$ cat src/rtl/core/jac3d_pkg.sv
// ---------------------------------------------------------------------------
// Jacobi 3D sweep package
// Shared sizes, register indexes, read selects and the controller/datapath
// command and status types.
// ---------------------------------------------------------------------------
package jac3d_pkg;

  // Largest grid the buffers are built for.
  localparam int MAX_X = 64;
  localparam int MAX_Y = 64;
  localparam int MAX_Z = 1024;

  // Potential window holds two planes plus one point; the delay line one plane plus one.
  localparam int WIN_DEPTH = 2 * MAX_X * MAX_Y + 1;
  localparam int DLY_DEPTH = MAX_X * MAX_Y + 1;

  // Widths derived from the grid limits.
  localparam int NXW = $clog2(MAX_X + 1);
  localparam int NYW = $clog2(MAX_Y + 1);
  localparam int NZW = $clog2(MAX_Z + 1);
  localparam int XW  = $clog2(MAX_X);
  localparam int YW  = $clog2(MAX_Y);
  localparam int ZW  = $clog2(MAX_Z);
  localparam int PLW = $clog2(MAX_X * MAX_Y + 1);
  localparam int WPW = $clog2(WIN_DEPTH);
  localparam int DPW = $clog2(DLY_DEPTH);

  // Fixed field widths of the interface.
  localparam int PXW = 6;
  localparam int PYW = 6;
  localparam int PZW = 10;
  localparam int ACC_W = 63;

  // Arithmetic widths.
  localparam int SUM_W = 35;
  localparam int NUM_W = 50;
  localparam int DIV_BITS = 8;
  localparam int DIV_STEPS = 7;
  localparam int DIV_W = DIV_BITS * DIV_STEPS;
  localparam int STW = 3;
  localparam int READS = 5;

  // Configuration register indexes.
  localparam logic [1:0] CFG_SIZE_X = 2'd0;
  localparam logic [1:0] CFG_SIZE_Y = 2'd1;
  localparam logic [1:0] CFG_SIZE_Z = 2'd2;
  localparam logic [1:0] CFG_CELL   = 2'd3;

  // Neighbour read selects, issued in this order.
  localparam logic [STW-1:0] RD_XP = 3'd0;
  localparam logic [STW-1:0] RD_XM = 3'd1;
  localparam logic [STW-1:0] RD_YP = 3'd2;
  localparam logic [STW-1:0] RD_YM = 3'd3;
  localparam logic [STW-1:0] RD_ZM = 3'd4;

  typedef struct packed {
    logic           accept;
    logic           rd_issue;
    logic [STW-1:0] rd_sel;
    logic           add_en;
    logic           mul_en;
    logic           num_load;
    logic           div_step;
    logic           sat_en;
    logic           sq_en;
    logic           out_load;
  } dp_cmd_t;

  typedef struct packed {
    logic interior;
  } dp_status_t;

endpackage

$ cat src/rtl/core/jac3d_ctrl.sv
// ---------------------------------------------------------------------------
// Jacobi 3D sweep controller
// Sequences neighbour reads, division steps and the result hand-off, and
// owns both handshakes.
// ---------------------------------------------------------------------------
module jac3d_ctrl (
  input  logic                  clk,
  input  logic                  rst,
  input  logic                  in_valid,
  output logic                  in_ready,
  output logic                  out_valid,
  input  logic                  out_ready,
  input  jac3d_pkg::dp_status_t status,
  output jac3d_pkg::dp_cmd_t    cmd
);
  import jac3d_pkg::*;

  localparam logic [2:0] ST_IDLE   = 3'd0;
  localparam logic [2:0] ST_READ   = 3'd1;
  localparam logic [2:0] ST_TAIL   = 3'd2;
  localparam logic [2:0] ST_NUM    = 3'd3;
  localparam logic [2:0] ST_DIV    = 3'd4;
  localparam logic [2:0] ST_SAT    = 3'd5;
  localparam logic [2:0] ST_SQ     = 3'd6;
  localparam logic [2:0] ST_COMMIT = 3'd7;

  logic [2:0]     state;
  logic [2:0]     state_next;
  logic [STW-1:0] step;
  logic [STW-1:0] step_next;
  logic           out_free;

  assign in_ready = (state == ST_IDLE);
  assign out_free = !out_valid || out_ready;

  // Next state and datapath commands.
  always_comb begin
    cmd        = '0;
    cmd.rd_sel = step;
    state_next = state;
    step_next  = step;
    case (state)
      ST_IDLE: begin
        if (in_valid) begin
          cmd.accept = 1'b1;
          step_next  = '0;
          if (status.interior) state_next = ST_READ;
        end
      end
      ST_READ: begin
        cmd.rd_issue = 1'b1;
        cmd.add_en   = (step != '0);
        if (step == STW'(READS - 1)) begin
          step_next  = '0;
          state_next = ST_TAIL;
        end else begin
          step_next = step + STW'(1);
        end
      end
      ST_TAIL: begin
        cmd.add_en = 1'b1;
        cmd.mul_en = 1'b1;
        state_next = ST_NUM;
      end
      ST_NUM: begin
        cmd.num_load = 1'b1;
        step_next    = '0;
        state_next   = ST_DIV;
      end
      ST_DIV: begin
        cmd.div_step = 1'b1;
        if (step == STW'(DIV_STEPS - 1)) begin
          step_next  = '0;
          state_next = ST_SAT;
        end else begin
          step_next = step + STW'(1);
        end
      end
      ST_SAT: begin
        cmd.sat_en = 1'b1;
        state_next = ST_SQ;
      end
      ST_SQ: begin
        cmd.sq_en  = 1'b1;
        state_next = ST_COMMIT;
      end
      ST_COMMIT: begin
        if (out_free) begin
          cmd.out_load = 1'b1;
          state_next   = ST_IDLE;
        end
      end
      default: begin
        state_next = ST_IDLE;
      end
    endcase
  end

  always_ff @(posedge clk) begin
    if (rst) begin
      state <= ST_IDLE;
      step  <= '0;
    end else begin
      state <= state_next;
      step  <= step_next;
    end
  end

  // Result valid flag for the output register.
  always_ff @(posedge clk) begin
    if (rst) begin
      out_valid <= 1'b0;
    end else if (cmd.out_load) begin
      out_valid <= 1'b1;
    end else if (out_ready) begin
      out_valid <= 1'b0;
    end
  end

  // A result is never loaded over one that has not been taken.
  a_no_overwrite: assert property (@(posedge clk) disable iff (rst)
    cmd.out_load |-> out_free)
    else $error("result register overwritten");

  // An interior point always starts the neighbour reads.
  a_interior_reads: assert property (@(posedge clk) disable iff (rst)
    (in_valid && in_ready && status.interior) |=> (state == ST_READ))
    else $error("interior point did not start reads");

  // The read step never runs past the last neighbour.
  a_read_bound: assert property (@(posedge clk) disable iff (rst)
    (state == ST_READ) |-> (step < STW'(READS)))
    else $error("read step out of range");

  // The division step never runs past the last division step.
  a_div_bound: assert property (@(posedge clk) disable iff (rst)
    (state == ST_DIV) |-> (step < STW'(DIV_STEPS)))
    else $error("division step out of range");

endmodule

$ cat config.mk
export PLATFORM = sky130hd
export DESIGN_NAME = jac3d_ctrl
export DESIGN_NICKNAME = d
export VERILOG_FILES = /design/src/rtl/core/jac3d_pkg.sv /design/src/rtl/core/jac3d_ctrl.sv
export SDC_FILE = /design/constraint.sdc
export NUM_CORES = 1
export LEC_CHECK = 0
export ABC_AREA = 1
export ABC_CLOCK_PERIOD_IN_PS = 3170
export BUFFER_PORTS_ARGS = -buffer_cell sky130_fd_sc_hd__buf_4
export CAP_MARGIN = 5
export CELL_PAD_IN_SITES_DETAIL_PLACEMENT = 0
export CELL_PAD_IN_SITES_GLOBAL_PLACEMENT = 1
export CORE_UTILIZATION = 36
export DETAILED_ROUTE_END_ITERATION = 16
export GPL_ROUTABILITY_DRIVEN = 0
export PLACE_DENSITY_LB_ADDON = 0.3
export SLEW_MARGIN = 25
export SYNTH_ARGS = -nofsm -noshare
export SYNTH_HDL_FRONTEND = slang
export SYNTH_SLANG_ARGS = --single-unit
export TNS_END_PERCENT = 50
$ cat constraint.sdc
create_clock -name clk -period 3.17 [get_ports clk]
set_clock_uncertainty 0.1 [all_clocks]
set_input_delay 0.1585 -clock clk [delete_from_list [all_inputs] [get_ports clk]]
set_output_delay 0.1585 -clock clk [all_outputs]
set_load 0.02 [all_outputs]
-- Word level (Yosys, flattened, before mapping)
Cells that the tools add are included.
- word-level logic and storage cells: 49
- flip-flop bits (word level): 7
- input bits: 5
- output and inout port bits: 14
- $add $sub $neg: 1
- multiplexer cells: 23
- reductions and logical operators: 8
- equal/unequal tests: 14
- operators with widths (kind ; number):
    two-way mux 3 bit ; 8
    case mux 3 bit (8 select lines) ; 1
    equality test 3 bit, second input constant ; 6
    two-way mux 1 bit ; 12
    case mux 3 bit (4 select lines) ; 1
    != test 2 bit, second input constant ; 4
    equality test 3 x 2 -> 1 bit, second input constant ; 2
    AND reduction 5 bit ; 1
    nonzero test 4 bit ; 1
    adder 3 x 1 -> 3 bit, second input constant ; 1
    equality test 3 x 1 -> 1 bit, second input constant ; 1
    logical NOT 3 bit ; 1
    nonzero test 3 bit ; 1
    != test 2 x 1 -> 1 bit, second input constant ; 1
    case mux 1 bit (2 select lines) ; 1
    AND reduction 2 bit ; 1
    nonzero test 2 bit ; 1
    logical NOT 1 bit ; 1
    logical OR 1 bit ; 1

-- Longest topological paths before layout
- word-level depth: 5
- gate-level depth with buffers: 11
- mapped depth without buffers: 11

-- Worst setup path after synthesis
OpenSTA, ideal clock, no wires.
- path type: register to register
- start: reg state[0]
- end: reg state[1]
- data arrival time: 1279 ps
- path slack: 1677 ps
- period minus slack after synthesis: 1493 ps
- stages on the path, launching flop included: 11
- cells stage by stage: dfxtp_1 inv_1 ha_1 nand2_1 inv_2 nand2_2 nand2_2 inv_2 nand2_2 nor2_1 nor2_2
- longest elaborated chain between the ends: 3
- RTL lines (item ; line ; RTL):
    start, declared ; jac3d_ctrl.sv:27 ; logic [2:0] state;
    start signal, assigned ; jac3d_ctrl.sv:104 ; state <= state_next;
    equality test 3 bit (tied with other cells) ; jac3d_ctrl.sv:42 ; case (state)
    != test 2 bit (no line) or != test 2 x 1 -> 1 bit (tied branches) ; -- ;
    AND reduction 5 bit (no line) ; -- ;
Parallel ways exist; a longest one is shown, timed or not.
A chain may end at the register's enable or synchronous reset.

==> flow_summary.yaml <==
detailed_routing:
  wl_per_cell_um: 8.70
  ant_nets: 0
  route.detailed.drc: 3
  wl_mm: 1.17
  viasPerCell: 4.37
  first_pass_iters: 9
  drt_iter0_drc: 7
  vias: 586
grt:
  grt_pass1_vias: 506
  antenna_found_initial: 0
  gr-total-overflow: 0
  grt_usage_pct: 14.6
  grt_pass1_wl_mm: 1.99
  grt_max_degree: 8
die:
  die_width_um: 43.8
  num_io_pins: 19
  die_area_um2: 1920
  die_y_um: 43.8
  coreArea_um2: 1580
  rows: 14
  start_util_pct: 39.9
synthesis:
  synthCells: 95
  synth.cell_area_um2: 629
  yosys_warnings: 0
  syn_nets: 108
  synth_area_per_cell_um2: 6.62
  ys_ff_latch: 7
  yosysUniqueCellTypes: 17
  ys_seq_area_share_pct: 22.3
place:
  dpl.hpwl_mm: 1.02
  portBuffers: 18
final_layout:
  syn_to_final_growth_pct: 30.4
  fin_util_pct: 52.1
  num_antenna_cells: 0
  drive_above_1_share_pct: 33.9
  num-nets-final: 132
worst_hold_path:
  hold_class: "primary input to register"
  whs_endpoint: "out_valid"
  min_path_cells: 4
  hp-start: "out_ready"
setup_path:
  ff2ff_path_depth: 10
  r2r_end: "state[0]"
  crit_fanout: 5
  critPathLaunchType: "register"
  cp.required_ns: 2.91
  worstSetupPathType: "register to output pin"
  r2r-start: "state[0]"
  endpoint_kind: "output pin"
  worstPathArrival_ns: 1.32
  reg2reg_slack_ns: 1.60
sta:
  finalMaxSlewViolations: 0
  rsz0062_at_grt: "false"
  maxSlewHeadroom_pct: 79.5
  whs_ns: 0.160
  finalHoldViolations: 0
  period_share_pct: 49.9
  worst_pin_slew_ns: 0.308
  fin_crit_ns: 1.58
  clock.fmax_ghz: 0.632
  fin_tns_setup_ns: 0
  setup_viol: 0
pwr:
  p_leak_nw: 0.465
  combPwrFrac_pct: 70.9
  p_sw_mw: 0.419
  p_clk_share_pct: 10.1
  power_mw: 0.800
  netSwitchingFraction_pct: 52.4
  pwr-share-seq_pct: 19.0
  power.density_nw_per_um2: 974
  p_int_mw: 0.380
  max-vdd-ir-drop_v: 0.000547
clock_tree:
  cts.htree.levels: 1
  cts_resized: 0
  post_cts_buffers: 0
  cts_tree: "built"
  clk_pin_slew_ns: 0.05
  insertion_delay_ns: 0.25
  numCtsBuffers: 3
  cts_sinks: 7
  cts_root_buffer: "clkbuf_4"
  cts_buffer_depth: 2
run_status:
  violations: "DRC"
  status: "finished, violations left"
flow_run:
  max-cap-violations: 0
-- registers in the layout (all words and copies together) (netlist names) --
| signal | flops |
|---|---|
| step | 3 |
| out_valid | 1 |
| state | 3 |
-- through the flow --
step                std cells  setup WS (ns)  cell area (µm²)
detailed placement        129           1.59              785
floorplan                  95           1.68              629
CTS                       134           1.56              821
global route              134           1.42              821
finish                    134           1.59              821
global placement          129           1.62              785
-- layer usage --
| metal | share of wire [%] | wire length (µm) | GRT usage [%] | vias to the layer above |
|---|---|---|---|---|
| met4 | 2.1 | 25 | 11.3 | 0 |
| met2 | 45 | 523 | 23.3 | 19 |
| met3 | 5.3 | 62 | 2.50 | 4 |
| li1 | - | - | - | 331 |
| met5 | 0 | 0 | 0 | - |
| met1 | 48 | 554 | 17.2 | 232 |
-- power by group through the flow --
stage | clock network, mW | logic (mW) | registers [mW]
2_1_floorplan | 0 | 0.419 | 0.157
3_3_place_gp | 0 | 0.578 | 0.155
3_5_place_dp | 0 | 0.571 | 0.154
4_1_cts | 0.0858 | 0.574 | 0.152
5_1_grt | 0.0892 | 0.632 | 0.159
6_report | 0.0808 | 0.567 | 0.152
-- cell usage after synthesis --
master	number	area share [%]
nor2_1	7	4.2
o21ai_1	2	1.6
a21oi_1	4	3.2
nand2_1	29	17
a21oi_2	1	1.4
inv_2	5	3.0
o21ai_0	2	1.6
nand3_1	4	3.2
nand2_2	3	3.0
nor2_4	3	5.4
ha_1	8	16
nor2_8	1	3.2
inv_1	13	7.8
nand2_4	1	1.8
dfxtp_1	7	22
nor2_2	4	4.0
o21ai_2	1	1.4
-- worst max-delay path, stage by stage, from the launching register on --
cell and delay (ns):
dfxtp_1 0.41, inv_1 0.10, ha_1 0.25, nand2_1 0.11, inv_2 0.05, buf_4 0.15
-- timing repair --
| action | 4_1_cts | 5_1_grt |
|---|---|---|
| hold endpoints to repair | 2 | 0 |
| endpoints found under the setup margin | 0 | 0 |
| hold buffers | 1 | 0 |
-- cell type report --
cell class              instances  area [µm²]
flip-flops and latches          7         140
inverters                      18        67.6
multi-input cells              70         422
fillers                       174         756
well taps                      16        20.0
clock buffers                   4        26.3
repair buffers                 19         145
-- kinds of logic (layout without fill, tap and decap cells) --
group	after synthesis	in the layout	share of synthesized area (%)
simple gates	52	52	41.9
buf+inv	18	41	10.7
compound gates	10	10	9.15
fa+ha+maj	8	8	15.9
flops	7	7	22.3
-- worst max-delay path by stage --
| stage | endpoint | start |
|---|---|---|
| 5_1_grt | state[0] | state[0] |
| 6_report | cmd[3] | state[0] |
| 3_3_place_gp | state[0] | state[0] |
| 3_5_place_dp | state[0] | state[0] |
| 2_1_floorplan | state[1] | state[0] |
| 4_1_cts | cmd[0] | state[0] |
-- layout by cell type, fill, tap and decap left out, types with 2 or more instances in the layout --
cell / Yosys / layout
nor2_1: 7 / 7
ha_1: 8 / 8
o21ai_0: 2 / 2
clkbuf_4: 0 / 3
nor2_4: 3 / 3
nand2_2: 3 / 3
nand2_1: 29 / 29
dfxtp_1: 7 / 7
nor2_2: 4 / 4
inv_1: 13 / 13
buf_4: 0 / 18
nand3_1: 4 / 4
a21oi_1: 4 / 4
o21ai_1: 2 / 2
inv_2: 5 / 5
(Power assumes the default switching activity.)
